`src/design/trc_pkg.sv`:
```
`default_nettype none

package trc_pkg;

  // Sizes of the timer unit.
  localparam int NUM_CHANNELS  = 3;
  localparam int COUNTER_WIDTH = 32;
  localparam int DATA_W        = 32;
  localparam int SEL_W         = 4;
  localparam int CTRL_W        = 10;
  localparam int PRE_W         = 8;
  localparam int PEND_W        = 8;
  localparam int IRQ_W         = 3;
  localparam int BYTE_W        = 8;

  // Bus commands.
  typedef enum logic [1:0] {
    CMD_TICK  = 2'd0,
    CMD_READ  = 2'd1,
    CMD_WRITE = 2'd2,
    CMD_NONE  = 2'd3
  } cmd_t;

  // Result status codes.
  typedef enum logic [1:0] {
    ST_OK       = 2'd0,
    ST_UNMAPPED = 2'd1,
    ST_REJECTED = 2'd2
  } status_t;

  // Register map.
  localparam logic [SEL_W-1:0] SEL_OUTCTL = 4'd0;
  localparam logic [SEL_W-1:0] SEL_START  = 4'd1;

  typedef enum logic [1:0] {
    GRP_CONST = 2'd0,
    GRP_COUNT = 2'd1,
    GRP_CTRL  = 2'd2,
    GRP_NONE  = 2'd3
  } grp_t;

  // Control word fields.
  localparam int                CTRL_UNIE_BIT = 5;
  localparam int                CTRL_UNF_BIT  = 8;
  localparam logic [CTRL_W-1:0] CTRL_BAD      = 10'h2dc;

  typedef struct packed {
    logic [1:0]        cmd;
    logic [SEL_W-1:0]  reg_sel;
    logic [DATA_W-1:0] wdata;
  } in_item_t;

  typedef struct packed {
    logic [DATA_W-1:0] rdata;
    logic [IRQ_W-1:0]  irq_lines;
    logic [1:0]        status;
  } out_item_t;

  typedef struct packed {
    grp_t       grp;
    logic [1:0] ch;
  } sel_dec_t;

  // Actions for one channel in the current step.
  typedef struct packed {
    logic              tick;
    logic              wr_reload;
    logic              wr_count;
    logic              wr_ctrl;
    logic [DATA_W-1:0] wdata;
  } chan_cmd_t;

  // Channel contents; pend_nz reflects the pending count after the step.
  typedef struct packed {
    logic [COUNTER_WIDTH-1:0] reload;
    logic [COUNTER_WIDTH-1:0] count;
    logic [CTRL_W-1:0]        ctrl;
    logic                     pend_nz;
  } chan_view_t;

  // Splits a channel register select into its group and channel.
  function automatic sel_dec_t sel_decode(input logic [SEL_W-1:0] sel);
    sel_dec_t d;
    d.grp = GRP_NONE;
    d.ch  = 2'd0;
    case (sel)
      4'd2:    begin d.grp = GRP_CONST; d.ch = 2'd0; end
      4'd3:    begin d.grp = GRP_CONST; d.ch = 2'd1; end
      4'd4:    begin d.grp = GRP_CONST; d.ch = 2'd2; end
      4'd5:    begin d.grp = GRP_COUNT; d.ch = 2'd0; end
      4'd6:    begin d.grp = GRP_COUNT; d.ch = 2'd1; end
      4'd7:    begin d.grp = GRP_COUNT; d.ch = 2'd2; end
      4'd8:    begin d.grp = GRP_CTRL;  d.ch = 2'd0; end
      4'd9:    begin d.grp = GRP_CTRL;  d.ch = 2'd1; end
      4'd10:   begin d.grp = GRP_CTRL;  d.ch = 2'd2; end
      default: begin d.grp = GRP_NONE;  d.ch = 2'd0; end
    endcase
    return d;
  endfunction

  // Terminal prescaler value for divide by 4, 16, 64 and 256.
  function automatic logic [PRE_W-1:0] prescale_limit(input logic [1:0] psel);
    logic [PRE_W-1:0] lim;
    case (psel)
      2'd0:    lim = 8'd3;
      2'd1:    lim = 8'd15;
      2'd2:    lim = 8'd63;
      default: lim = 8'd255;
    endcase
    return lim;
  endfunction

endpackage

`default_nettype wire

```
`src/design/trc_channel.sv`:
```
`default_nettype none

module trc_channel import trc_pkg::*; (
  input  wire logic       clk,
  input  wire logic       rst_n,
  input  wire chan_cmd_t  cmd,
  output chan_view_t      view
);

  logic [COUNTER_WIDTH-1:0] reload_r, reload_nxt;
  logic [COUNTER_WIDTH-1:0] count_r, count_nxt;
  logic [CTRL_W-1:0]        ctrl_r, ctrl_nxt;
  logic [PRE_W-1:0]         pre_r, pre_nxt;
  logic [PEND_W-1:0]        pend_r, pend_nxt;
  logic [PRE_W-1:0]         limit;

  assign limit = prescale_limit(ctrl_r[1:0]);

  always_comb begin
    reload_nxt = reload_r;
    count_nxt  = count_r;
    ctrl_nxt   = ctrl_r;
    pre_nxt    = pre_r;
    pend_nxt   = pend_r;
    if (cmd.tick) begin
      if (pre_r < limit) begin
        pre_nxt = pre_r + 1'b1;
      end else begin
        pre_nxt = '0;
        if (count_r == '0) begin
          // Underflow: reload, flag it and count a pending interrupt.
          count_nxt              = reload_r;
          ctrl_nxt[CTRL_UNF_BIT] = 1'b1;
          if (ctrl_r[CTRL_UNIE_BIT] && (pend_r != '1)) begin
            pend_nxt = pend_r + 1'b1;
          end
        end else begin
          count_nxt = count_r - 1'b1;
        end
      end
    end
    if (cmd.wr_reload) begin
      reload_nxt = cmd.wdata[COUNTER_WIDTH-1:0];
    end
    if (cmd.wr_count) begin
      count_nxt = cmd.wdata[COUNTER_WIDTH-1:0];
    end
    if (cmd.wr_ctrl) begin
      // Clearing a set underflow flag acknowledges one pending interrupt.
      if (ctrl_r[CTRL_UNF_BIT] && !cmd.wdata[CTRL_UNF_BIT] && (pend_r != '0)) begin
        pend_nxt = pend_r - 1'b1;
      end
      ctrl_nxt = cmd.wdata[CTRL_W-1:0];
    end
  end

  always_ff @(posedge clk) begin
    if (!rst_n) begin
      reload_r <= '1;
      count_r  <= '1;
      ctrl_r   <= '0;
      pre_r    <= '0;
      pend_r   <= '0;
    end else begin
      reload_r <= reload_nxt;
      count_r  <= count_nxt;
      ctrl_r   <= ctrl_nxt;
      pre_r    <= pre_nxt;
      pend_r   <= pend_nxt;
    end
  end

  assign view.reload  = reload_r;
  assign view.count   = count_r;
  assign view.ctrl    = ctrl_r;
  assign view.pend_nz = (pend_nxt != '0);

endmodule

`default_nettype wire

```
`src/design/reload_down_counter_timer_unit_core.sv`:
```
`default_nettype none

// Three-channel reload down-counter timer behind a small register map. Each
// input beat is a peripheral-clock tick, a register read or a register write,
// and every beat produces exactly one result beat carrying the read data, the
// per-channel interrupt lines as they stand after that beat, and a status code.
// The block takes one beat per clock while the result register is free or
// being emptied: an accepted beat is held in the input register, is applied
// to the channel registers in a single pass and moves into the result
// register when it advances. The result register is what decouples the
// two sides; a held result stalls the input register, and only then does
// in_ready drop.
// Channel state changes at the edge that loads the result, so the next beat
// always sees the effect of the previous one.
module reload_down_counter_timer_unit_core import trc_pkg::*; (
  input  wire logic      clk,
  input  wire logic      rst_n,
  input  wire logic      in_valid,
  output logic           in_ready,
  input  wire in_item_t  in_data,
  output logic           out_valid,
  input  wire logic      out_ready,
  output out_item_t      out_data
);

  // Input register.
  in_item_t  in_r;
  logic      in_valid_r, in_valid_nxt;

  // Result register.
  out_item_t out_r, out_nxt;
  logic      out_valid_r, out_valid_nxt;

  // Global registers: start bits and the stored-only output control.
  logic [BYTE_W-1:0] start_r, start_nxt;
  logic [BYTE_W-1:0] outctl_r, outctl_nxt;

  logic       advance;
  cmd_t       cmd;
  logic       is_acc, is_wr;
  sel_dec_t   dec;
  logic       ch_ok;
  logic       bad_ctrl;
  logic [DATA_W-1:0] rd_mux;

  chan_cmd_t  chan_cmd  [NUM_CHANNELS];
  chan_view_t chan_view [NUM_CHANNELS];
  logic [NUM_CHANNELS-1:0] hit;

  // The held beat moves on whenever the result register is free or is
  // being emptied in this cycle.
  assign advance  = in_valid_r && (!out_valid_r || out_ready);
  assign in_ready = !in_valid_r || advance;
  assign in_valid_nxt = (in_valid && in_ready) || (in_valid_r && !advance);

  always_ff @(posedge clk) begin
    if (in_valid && in_ready) begin
      in_r <= in_data;
    end
  end

  // Decode of the held beat.
  assign cmd      = cmd_t'(in_r.cmd);
  assign is_acc   = (cmd == CMD_READ) || (cmd == CMD_WRITE);
  assign is_wr    = (cmd == CMD_WRITE);
  assign dec      = sel_decode(in_r.reg_sel);
  assign ch_ok    = (dec.grp != GRP_NONE) && (int'(dec.ch) < NUM_CHANNELS);
  assign bad_ctrl = |(in_r.wdata[CTRL_W-1:0] & CTRL_BAD);

  // One timer channel per instance; a channel only sees actions when the
  // beat actually advances, so its state holds otherwise.
  for (genvar i = 0; i < NUM_CHANNELS; i++) begin : g_chan
    assign hit[i] = is_acc && ch_ok && (int'(dec.ch) == i);

    assign chan_cmd[i].tick      = advance && (cmd == CMD_TICK) && start_r[i];
    assign chan_cmd[i].wr_reload = advance && hit[i] && is_wr && (dec.grp == GRP_CONST);
    assign chan_cmd[i].wr_count  = advance && hit[i] && is_wr && (dec.grp == GRP_COUNT);
    assign chan_cmd[i].wr_ctrl   = advance && hit[i] && is_wr && (dec.grp == GRP_CTRL)
                                   && !bad_ctrl;
    assign chan_cmd[i].wdata     = in_r.wdata;

    trc_channel u_chan (
      .clk  (clk),
      .rst_n(rst_n),
      .cmd  (chan_cmd[i]),
      .view (chan_view[i])
    );
  end

  // Read data from the addressed channel register.
  always_comb begin
    rd_mux = '0;
    for (int i = 0; i < NUM_CHANNELS; i++) begin
      if (hit[i]) begin
        case (dec.grp)
          GRP_CONST: rd_mux = DATA_W'(chan_view[i].reload);
          GRP_COUNT: rd_mux = DATA_W'(chan_view[i].count);
          GRP_CTRL:  rd_mux = DATA_W'(chan_view[i].ctrl);
          default:   rd_mux = '0;
        endcase
      end
    end
  end

  // Result of the held beat and the global register updates.
  always_comb begin
    start_nxt         = start_r;
    outctl_nxt        = outctl_r;
    out_nxt.rdata     = '0;
    out_nxt.irq_lines = '0;
    out_nxt.status    = ST_OK;
    if (is_acc) begin
      if (in_r.reg_sel == SEL_OUTCTL) begin
        if (is_wr) begin
          if (advance) begin
            outctl_nxt = in_r.wdata[BYTE_W-1:0];
          end
        end else begin
          out_nxt.rdata = DATA_W'(outctl_r);
        end
      end else if (in_r.reg_sel == SEL_START) begin
        if (is_wr) begin
          if (advance) begin
            start_nxt = in_r.wdata[BYTE_W-1:0];
          end
        end else begin
          out_nxt.rdata = DATA_W'(start_r);
        end
      end else if (!ch_ok) begin
        out_nxt.status = ST_UNMAPPED;
      end else if (is_wr && (dec.grp == GRP_CTRL) && bad_ctrl) begin
        out_nxt.status = ST_REJECTED;
      end else if (!is_wr) begin
        out_nxt.rdata = rd_mux;
      end
    end
    // Interrupt lines follow the pending counts after this beat.
    for (int i = 0; i < NUM_CHANNELS; i++) begin
      if (i < IRQ_W) begin
        out_nxt.irq_lines[i] = chan_view[i].pend_nz;
      end
    end
  end

  assign out_valid_nxt = advance || (out_valid_r && !out_ready);

  always_ff @(posedge clk) begin
    if (advance) begin
      out_r <= out_nxt;
    end
  end

  always_ff @(posedge clk) begin
    if (!rst_n) begin
      in_valid_r  <= 1'b0;
      out_valid_r <= 1'b0;
      start_r     <= '0;
      outctl_r    <= '0;
    end else begin
      in_valid_r  <= in_valid_nxt;
      out_valid_r <= out_valid_nxt;
      start_r     <= start_nxt;
      outctl_r    <= outctl_nxt;
    end
  end

  assign out_valid = out_valid_r;
  assign out_data  = out_r;

  // A held beat that cannot move on must block the input side.
  a_stall_blocks_input: assert property (@(posedge clk) disable iff (!rst_n)
    (in_valid_r && !advance) |-> !in_ready)
    else $error("input accepted while the held beat is stalled");

  // A new result only ever comes from a beat that advanced.
  a_result_from_advance: assert property (@(posedge clk) disable iff (!rst_n)
    $rose(out_valid_r) |-> $past(advance))
    else $error("result appeared without an advancing beat");

  // A rejected control write to channel 0 leaves its control word alone.
  a_reject_keeps_ctrl: assert property (@(posedge clk) disable iff (!rst_n)
    (advance && is_wr && (dec.grp == GRP_CTRL) && (dec.ch == 2'd0) && bad_ctrl)
    |=> $stable(chan_view[0].ctrl))
    else $error("rejected control write changed the control word");

endmodule

`default_nettype wire

```
`config.mk`:
```
export PLATFORM = sky130hd
export DESIGN_NAME = reload_down_counter_timer_unit_core
export DESIGN_NICKNAME = d
export VERILOG_FILES = /design/src/design/trc_pkg.sv /design/src/design/trc_channel.sv /design/src/design/reload_down_counter_timer_unit_core.sv
export SDC_FILE = /design/constraint.sdc
export NUM_CORES = 1
export LEC_CHECK = 0
export BUFFER_PORTS_ARGS = -buffer_cell sky130_fd_sc_hd__buf_2
export CAP_MARGIN = 10
export CORE_ASPECT_RATIO = 0.5
export CORE_MARGIN = 5
export CORE_UTILIZATION = 45
export CTS_BUF_LIST = sky130_fd_sc_hd__clkbuf_16
export DETAILED_ROUTE_END_ITERATION = 10
export GPL_TIMING_DRIVEN = 0
export PLACE_DENSITY = 0.7
export SETUP_SLACK_MARGIN = 0.05
export SYNTH_ARGS = -nofsm -noshare
export SYNTH_HDL_FRONTEND = slang
export SYNTH_HIERARCHICAL = 1
export SYNTH_SLANG_ARGS = --single-unit
export TNS_END_PERCENT = 10
```
`constraint.sdc`:
```
create_clock -name clk -period 3.6 [get_ports clk]
set_clock_uncertainty 0.15 [all_clocks]
set_input_delay 0.36 -clock clk [delete_from_list [all_inputs] [get_ports clk]]
set_output_delay 0.36 -clock clk [all_outputs]
set_load 0.1 [all_outputs]
```
## After elaboration in Yosys (flattened, before gate mapping)

Memory sizes are Yosys's and may differ from the RTL's. A register that Yosys moved wholly into a read port is not among the register bits.
Cells that the tools add are included.
Widths: inputs -> output; s select.

| cells by class | value |
|---|---|
| magnitude comparators | 4 |
| add/sub/neg operators | 12 |
| equality and inequality tests | 23 |
| mux-type cells | 64 |
| bitwise gates (word level) | 3 |
| reduce and logical (&&, ||, !) cells | 89 |

Operators with widths:

| kind | count |
|---|---|
| $mux 32 | 20 |
| $pmux 32 s3 | 3 |
| $mux 8 | 23 |
| $logic_not 32->1 | 3 |
| $sub 32x1->32 const B | 3 |
| $pmux 8 s3 | 3 |
| $add 8x1->8 const B | 6 |
| $reduce_bool 8->1 | 6 |
| $logic_and 1x1->1 | 42 |
| $mux 9 | 3 |
| $lt 8x8->1 | 3 |
| $ne 8x8->1 const B | 3 |
| $sub 8x1->8 const B | 3 |
| $reduce_bool 2->1 | 9 |
| $eq 2x2->1 const B | 7 |
| $ne 2x2->1 const B | 7 |
| $logic_not 2->1 | 6 |
| $eq 2x1->1 const B | 5 |
| $mux 1 | 10 |
| $reduce_and 3->1 | 3 |
| $logic_not 1->1 | 6 |
| $reduce_and 2->1 | 3 |
| $reduce_or 6->1 | 1 |
| $logic_or 1x1->1 | 5 |
| other kinds (10) | 12 |

| storage, ports and cells | value |
|---|---|
| memories | 1 |
| flip-flop bits (word level) | 363 |
| memory bits (read-only) | 64 |
| input bits | 42 |
| word-level logic and storage cells | 225 |

Memories:

| name | words | bits a word | read ports | clocked after Yosys merged registers in | write ports | line | text |
|---|---|---|---|---|---|---|---|
| (no name shown) | 16 | 4 | 1 | 1 | 0 | trc_pkg.sv:86 | `case (sel)` |

## Depth between registers and ports, before layout

Gate-level depths: netlist of the first run.

| logic depth | value |
|---|---|
| depth after elaboration | 12 |
| gate-level depth with buffers | 13 |
| gate-level depth less buffers | 13 |

## Modules after synthesis

The synthesis of the first run kept the hierarchy.

Modules (own cells, without submodules):

| module | seq. area each (sq um) | cells each | times used | area each (sq um) |
|---|---|---|---|---|
| reload_down_counter_timer_unit_core | 2,692.6 | 524 | 1 | 5,830.6 |
| trc_channel (g_chan[1].u_chan) | 1,801.7 | 605 | 1 | 4,916.0 |
| trc_channel (g_chan[2].u_chan) | 1,801.7 | 603 | 1 | 4,874.7 |
| trc_channel (g_chan[0].u_chan) | 1,801.7 | 606 | 1 | 4,858.4 |

## Worst setup path after synthesis of the first run

No wires, ideal clock.

| timing | value |
|---|---|
| kind | reg2reg |
| from | register out_valid_r, in the netlist out_valid |
| to | register out_r, in the netlist out_data[2] (data pin) |
| library setup time | 0.272 ns |
| arrival | 3.967 ns |
| stages on the path, launching flop included | 10 |
| required time | 3.178 ns |
| slack | -0.789 ns |
| cell sequence | dfxtp_1 nand2b_1 and2_1 and3_1 clkbuf_1 o21ai_1 o311a_1 a311oi_2 o2111ai_1 or4_1 |

RTL lines:

| what | line | text |
|---|---|---|
| from (decl) | reload_down_counter_timer_unit_core.sv:32 | `logic out_valid_r, out_valid_nxt;` |
| from (signal assigned) | reload_down_counter_timer_unit_core.sv:161 | `out_valid_r <= out_valid_nxt;` |
| to (signal assigned) | reload_down_counter_timer_unit_core.sv:149 | `out_r <= out_nxt;` |
| to (decl) | reload_down_counter_timer_unit_core.sv:31 | `out_item_t out_r, out_nxt;` |

==> results of run 1 <==
[metal layers]
layer / vias up / GRT usage [%]
met3: 200 / 6.87
met1: 9405 / 40.6
met2: 1251 / 42.2
li1: 8949 / -
met5: - / 0
met4: 0 / 9.39
[sequential cells by signal (all words and copies together), names as in the netlist]
signal                  flops
chan_cmd                   32
cmd                         2
dec                         4
g_chan.u_chan/count_r      96
g_chan.u_chan/ctrl_r       30
g_chan.u_chan/pend_r       24
g_chan.u_chan/pre_r        24
g_chan.u_chan/reload_r     96
in_r                        4
in_valid_r                  1
out_data                   37
out_valid                   1
outctl_r                    8
start_r                     8
[area by class of cell]
type | instances | area, um2
Buffer | 150 | 664
Clock buffer | 39 | 976
Clock inverter | 29 | 238
Fill cell | 4125 | 21500
Inverter | 74 | 278
Multi-Input combinational cell | 1746 | 11700
Sequential cell | 367 | 8100
Tap cell | 598 | 748
Timing Repair Buffer | 139 | 952
[report_power, final]
| group | switching, mW | internal (mW) |
|---|---|---|
| combinational | 0.699 | 0.274 |
| clock | 1.75 | 2.25 |
| sequential | 0.122 | 4.27 |
| total | 2.58 | 6.79 |
[through the flow]
stage | cell area (um2) | std cells | hold WS (ps)
floorplan | 20500 | 2338 | 305
global placement | 21600 | 3016 | 323
detailed placement | 21700 | 3018 | 334
CTS | 23500 | 3139 | 52.8
global route | 23600 | 3142 | 88.2
finish | 23600 | 3142 | 75.2
[worst max-delay path, delay by kind of cell, from the launching register on]
family | cells | cell delay, ps
flops | 1 | 480
simple gates | 8 | 2270
buf+inv | 1 | 150
compound gates | 3 | 440
[kinds of logic after synthesis]
| kind of cell | synth area share, % |
|---|---|
| fa+ha+maj | 2.26 |
| simple gates | 21.5 |
| compound gates | 17.7 |
| flops | 39.5 |
| xor+xnor | 2.35 |
| mux | 12.1 |
| buf+inv | 4.57 |
[how the worst max path moves through the flow]
stage                          start                     to  slack [ps]
2_1_floorplan   out_valid$_SDFF_PN0_  out_data[2]$_DFFE_PP_         100
3_3_place_gp   chan_cmd[3]$_DFFE_PP_  out_data[2]$_DFFE_PP_        -900
3_5_place_dp   chan_cmd[3]$_DFFE_PP_  out_data[2]$_DFFE_PP_        -850
4_1_cts        chan_cmd[3]$_DFFE_PP_  out_data[3]$_DFFE_PP_        -170
5_1_grt        chan_cmd[3]$_DFFE_PP_  out_data[3]$_DFFE_PP_        -220
6_report       chan_cmd[3]$_DFFE_PP_  out_data[3]$_DFFE_PP_        -140
[timing repair]
item,in CTS,in global routing
gates resized for setup,39,21
cloned,2,0
buffers inserted,15,4
hold buffers,38,0
hold endpoints to repair,38,0
pin swaps,14,9
setup endpoints to repair,108,102
[cells in the final DEF, fill, tap and decap left out, drive strengths merged, types with 35 or more instances in the layout]
master       count
edfxtp          75
dfxtp          292
clkbuf         145
dlygate4sd3     38
o22ai           43
o21ai           99
a211oi          46
buf            145
nand3           60
nand4           36
nor2           255
nand2          257
inv             82
nor4            37
nor2b           35
ha              37
mux2i          203
mux2            39
a31oi           45
o211ai          40
nor3            65
a21oi           95
==> reports/metrics.yaml, run 1 <==
root_buffer: "clkbuf_16"
async_reset_ff_share_pct: 0
fin_tns_setup_ps: -257
syn_area_um2: 20500
portBuffers: 80
path_class: "flop to flop"
fin_total_pwr_mw: 9.37
dr_wl_met2_um: 31200
fp-row-count: 55
synth_cells: 2338
synth_top_area_share_pct: 28.5
grt_max_degree: 22
core_um2: 45100
holdPathEnd: "in_valid_r$_SDFF_PN0_"
crit_chain: "or4_1 -> nor3_2 -> nand2_2 -> buf_6 -> nor2_4 -> and3b_2 -> o31a_1 -> nand3_2 -> or4_4 -> o21ai_2 -> o21ai_1 -> or4_4"
irDropWorstVdd_uv: 302
hold_depth: 3
vias: 19800
synth_flop_cell: "dfxtp_1"
grt_overflow: 0
initialDrtViolationCount: 3086
ys_seq_area_share_pct: 39.5
synth_common_cells: "292 x dfxtp_1, 256 x nand2_1, 254 x nor2_1"
clkSinkCount: 367
initial_core_util_pct: 45.4
dpl.hpwl_um: 52800
violations: "negative setup slack"
crit_path_frequent_cell: "or4_4"
post-route-period-util_pct: 104
slew_headroom_pct: 31.4
pre_cts_ws_ps: -852
worstHoldPathType: "input port to flop"
drc: 0
endpoint_kind: "flop"
slew_violations: 0
cts_buffers: 37
final_util_pct: 52.4
r2r_cells: 12
yosysMostFrequentCell: "dfxtp_1"
hold_viol: 0
design.die.area_um2: 50100
routedWlPerCell_um: 23.8
avgSynthCellArea_um2: 8.76
setup_violations: 2
final_nets: 2594
required_ps: 3730
gp_congestion: 0.987
syn-num-nets: 2417
synth-seq-cells: 367
synth-edff-count: 75
synth_area_leaders: "dfxtp_1 29%, edfxtp_1 11%, mux2i_1 9.9%"
yosysWarnings: 6
drt_first_pass_iters: 6
cts_max_path_buffers: 3
critPathLaunchType: "flop"
status: "finished, violations left"
grt_antenna_before_repair: 1
wl_met1_um: 31700
leakage_nw: 8.18
grt_setup_unrepaired: "yes"
routed-wl-met3_um: 9350
worstReg2RegStart: "chan_cmd[3]$_DFFE_PP_"
clk_latency_ps: 550
path_clk_slew_ps: 70
yosysTopAreaCell: "dfxtp_1"
htreeDepth: 2
grt_pass1_vias: 18300
worstMarginPinSlew_ps: 1020
fp.dieW_um: 312
tritoncts: "built"
slowest_stage: "or4_1"
grt_pass1_wl_um: 112000
maxCapViolCount: 0
r2r_setup_slack_ps: -140
drive_gt1_share_pct: 12.9
ant_nets: 0
maxUsedRoutingLayer: "met4"
setup_slack_ps: -144
power.density_nw_per_um2: 397
ys_types: 99
r2r-end: "out_data[3]$_DFFE_PP_"
vias_per_cell: 6.30
max_clock_freq_mhz: 267
ios: 81
syn2layout_area_growth_pct: 15.3
track_usage_pct: 28.4
worstHoldStart: "in_valid"
path_max_fanout: 3
critical_path_arrival_ps: 3880
critical_path.max_stage_delay_ps: 550
min_period_ps: 3740
wl_um: 74800
die_h_um: 161
diodes: 0
Note: power is estimated with default switching activity, not from simulation.
==> run 2: changes to the inputs <==
--- a/config.mk
+++ b/config.mk
@@ -11,9 +11,10 @@
 export CORE_MARGIN = 5
 export CORE_UTILIZATION = 45
 export CTS_BUF_LIST = sky130_fd_sc_hd__clkbuf_16
+export CTS_CLUSTER_SIZE = 30
 export DETAILED_ROUTE_END_ITERATION = 10
 export GPL_TIMING_DRIVEN = 0
-export PLACE_DENSITY = 0.7
+export PLACE_DENSITY = 0.68
 export SETUP_SLACK_MARGIN = 0.05
 export SYNTH_ARGS = -nofsm -noshare
 export SYNTH_HDL_FRONTEND = slang
==> constraint.sdc (replaced) <==
create_clock -name clk -period 4.7 [get_ports clk]
set_clock_uncertainty 0.15 [all_clocks]
set_input_delay 0.47 -clock clk [delete_from_list [all_inputs] [get_ports clk]]
set_output_delay 0.47 -clock clk [all_outputs]
set_load 0.1 [all_outputs]
==> run 2 against run 1 <==
The flow now finishes without violations; non-clock buffer count decreased by 10; die area stayed put; utilization is 0.58 points lower; power down 23%; combinational power is 24% lower; cell count decreased by 0.38%; sequential share of layout area is 0.38 points higher; critical path type unchanged; critical endpoint unchanged; largest power group unchanged.
==> reports/metrics.yaml, run 2 (synthesis results as in run 1) <==
clkSinkCount: 367  # unchanged
final_area_um2: 23300  # -1.1%
root_buffer: "clkbuf_16"
fillers: 4232  # +2.6%
fp.dieW_um: 312  # unchanged
final_util_pct: 51.8  # -0.58 points
core_um2: 45100  # unchanged
maxCapViolCount: 0  # unchanged
grt_overflow: 0  # unchanged
drc: 0  # unchanged
fin_cells: 3130  # -0.38%
hold_viol: 0  # unchanged
syn2layout_area_growth_pct: 14.0
diodes: 0  # unchanged
maxUsedRoutingLayer: "met4"
pre_cts_ws_ps: 44.6  # +896 ps
cp_top_family: "simple AND/OR/NAND/NOR gates"
max_clock_freq_mhz: 228  # -15%
path_clk_slew_ps: 60  # about the same
grt_antenna_before_repair: 0  # -1
gp_congestion: 1.02  # +3.0%
grt_max_degree: 26  # +18%
cts_buffers: 37  # unchanged
place_inst: 3018  # unchanged
layout_common_cells: "292 x dfxtp_1, 256 x nand2_1, 253 x nor2_1, 203 x mux2i_1, 104 x clkbuf_1"
critPathLaunchType: "flop"
placed_area_um2: 21700  # about the same
path_class: "flop to flop"
leakage_nw: 8.08  # -1.2%
routedWlPerCell_um: 23.6  # -0.71%
ios: 81  # unchanged
min_period_ps: 4380  # +640 ps
grt_pass1_wl_um: 110000  # -1.7%
slew_violations: 0  # unchanged
slowest_stage: "edfxtp_1"
vias: 19600  # -0.88%
slew_headroom_pct: 35.6  # +4.2 points
portBuffers: 80  # unchanged
htreeDepth: 2  # unchanged
routed-wl-met3_um: 9710  # +3.9%
vias_per_cell: 6.27  # -0.50%
post-route-period-util_pct: 93.3  # -11 points
fin_tns_setup_ps: 0  # +257 ps
worstMarginPinSlew_ps: 942  # -82.2 ps
power.density_nw_per_um2: 309  # -22%
crit_path_frequent_cell: "or4_1"
setup_slack_ps: 316  # +460 ps
clk_latency_ps: 550  # about the same
design.die.area_um2: 50100  # unchanged
tritoncts: "built"
crit_chain: "or4_1 -> nor3_1 -> nand2_1 -> nor2_1 -> and3b_1 -> o31a_1 -> nand3_1 -> or4_1 -> o21ai_0 -> o21ai_0 -> or4_1"
setup_violations: 0  # -2
critical_path_arrival_ps: 4480  # +600 ps
wl_um: 74000  # -1.1%
track_usage_pct: 28.0  # -0.41 points
status: "completed"
ant_nets: 0  # unchanged
holdWs_ps: 37.7  # -37.5 ps
irDropWorstVdd_uv: 224  # -26%
initial_core_util_pct: 45.4  # unchanged
initialDrtViolationCount: 2772  # -10%
dpl.hpwl_um: 53400  # +1.1%
wl_met1_um: 31600  # -0.11%
required_ps: 4800  # +1070 ps
worstHoldPathType: "input port to flop"
critical_path.max_stage_delay_ps: 640  # +90 ps
grt_pass1_vias: 17900  # -1.9%
final_nets: 2582  # -0.46%
crit_buf_inv: 0  # -1
r2r_setup_slack_ps: 320  # +460 ps
fp-row-count: 55  # unchanged
mostFrequentLayoutCell: "dfxtp_1"
grt_setup_unrepaired: "no"
path_max_fanout: 10  # +7
fin_total_pwr_mw: 7.21  # -23%
die_h_um: 161  # unchanged
dr_wl_met2_um: 30800  # -1.0%
cts_max_path_buffers: 3  # unchanged
drive_gt1_share_pct: 10.7  # -2.2 points
drt_first_pass_iters: 5  # -1
endpoint_kind: "flop"
==> run 2: changes by cell type in the layout (fill, tap and decap cells not counted), moves of 4 or more <==
cell,previous run,this run
buf_1,10,15
buf_4,25,14
clkbuf_1,93,104
clkbuf_2,13,1
nor2_1,248,253
nor2_4,6,2
==> run 2: worst register-to-register path, cell delays in order, from the launching register on <==
cell and delay (ps):
edfxtp_1 640, or4_1 490, nor3_1 210, nand2_1 220
nor2_1 220, and3b_1 310, o31a_1 380, nand3_1 190
or4_1 430, o21ai_0 210, o21ai_0 110, or4_1 520
==> run 2: worst paths after layout <==
check,cells past startpoint,startpoint,endpoint
worst max-delay path,11,chan_cmd[9]$_DFFE_PP_,out_data[3]$_DFFE_PP_
worst min-delay path,1,in_data[14],chan_cmd[14]$_DFFE_PP_
worst max register to register,11,chan_cmd[9]$_DFFE_PP_,out_data[3]$_DFFE_PP_
worst min register to register,2,g_chan[1].u_chan/ctrl_r[2]$_SDFFE_PN0P_,g_chan[1].u_chan/ctrl_r[2]$_SDFFE_PN0P_
==> run 2: final cells by class <==
class | instances | area, um2 | area share [%]
Buffer | 153 | 659 | 2.82
Sequential cell | 367 | 8100 | 34.7
Timing Repair Buffer | 126 | 863 | 3.70
Inverter | 74 | 278 | 1.19
Clock inverter | 29 | 258 | 1.10
Tap cell | 598 | 748 | 3.20
Clock buffer | 39 | 976 | 4.18
Multi-Input combinational cell | 1744 | 11500 | 49.1
==> run 2: repair_timing <==
item | 4_1_cts | 5_1_grt
gates resized for setup | 0 | 3
hold buffers | 36 | 1
setup buffers | 0 | 7
endpoints found under the setup margin | 0 | 2
hold endpoints to repair | 36 | 1
==> run 2: power breakdown <==
part	switching, mW	leakage (nW)	internal (mW)
sequential	0.0941	3.07	3.27
clock	1.32	0.641	1.78
combinational	0.535	4.37	0.209
==> run 2: layer usage <==
metal,up-vias,track usage (%)
li1,8937,-
met1,9395,39.9
met2,1172,40.9
met3,127,8.94
met4,0,7.52
met5,-,0
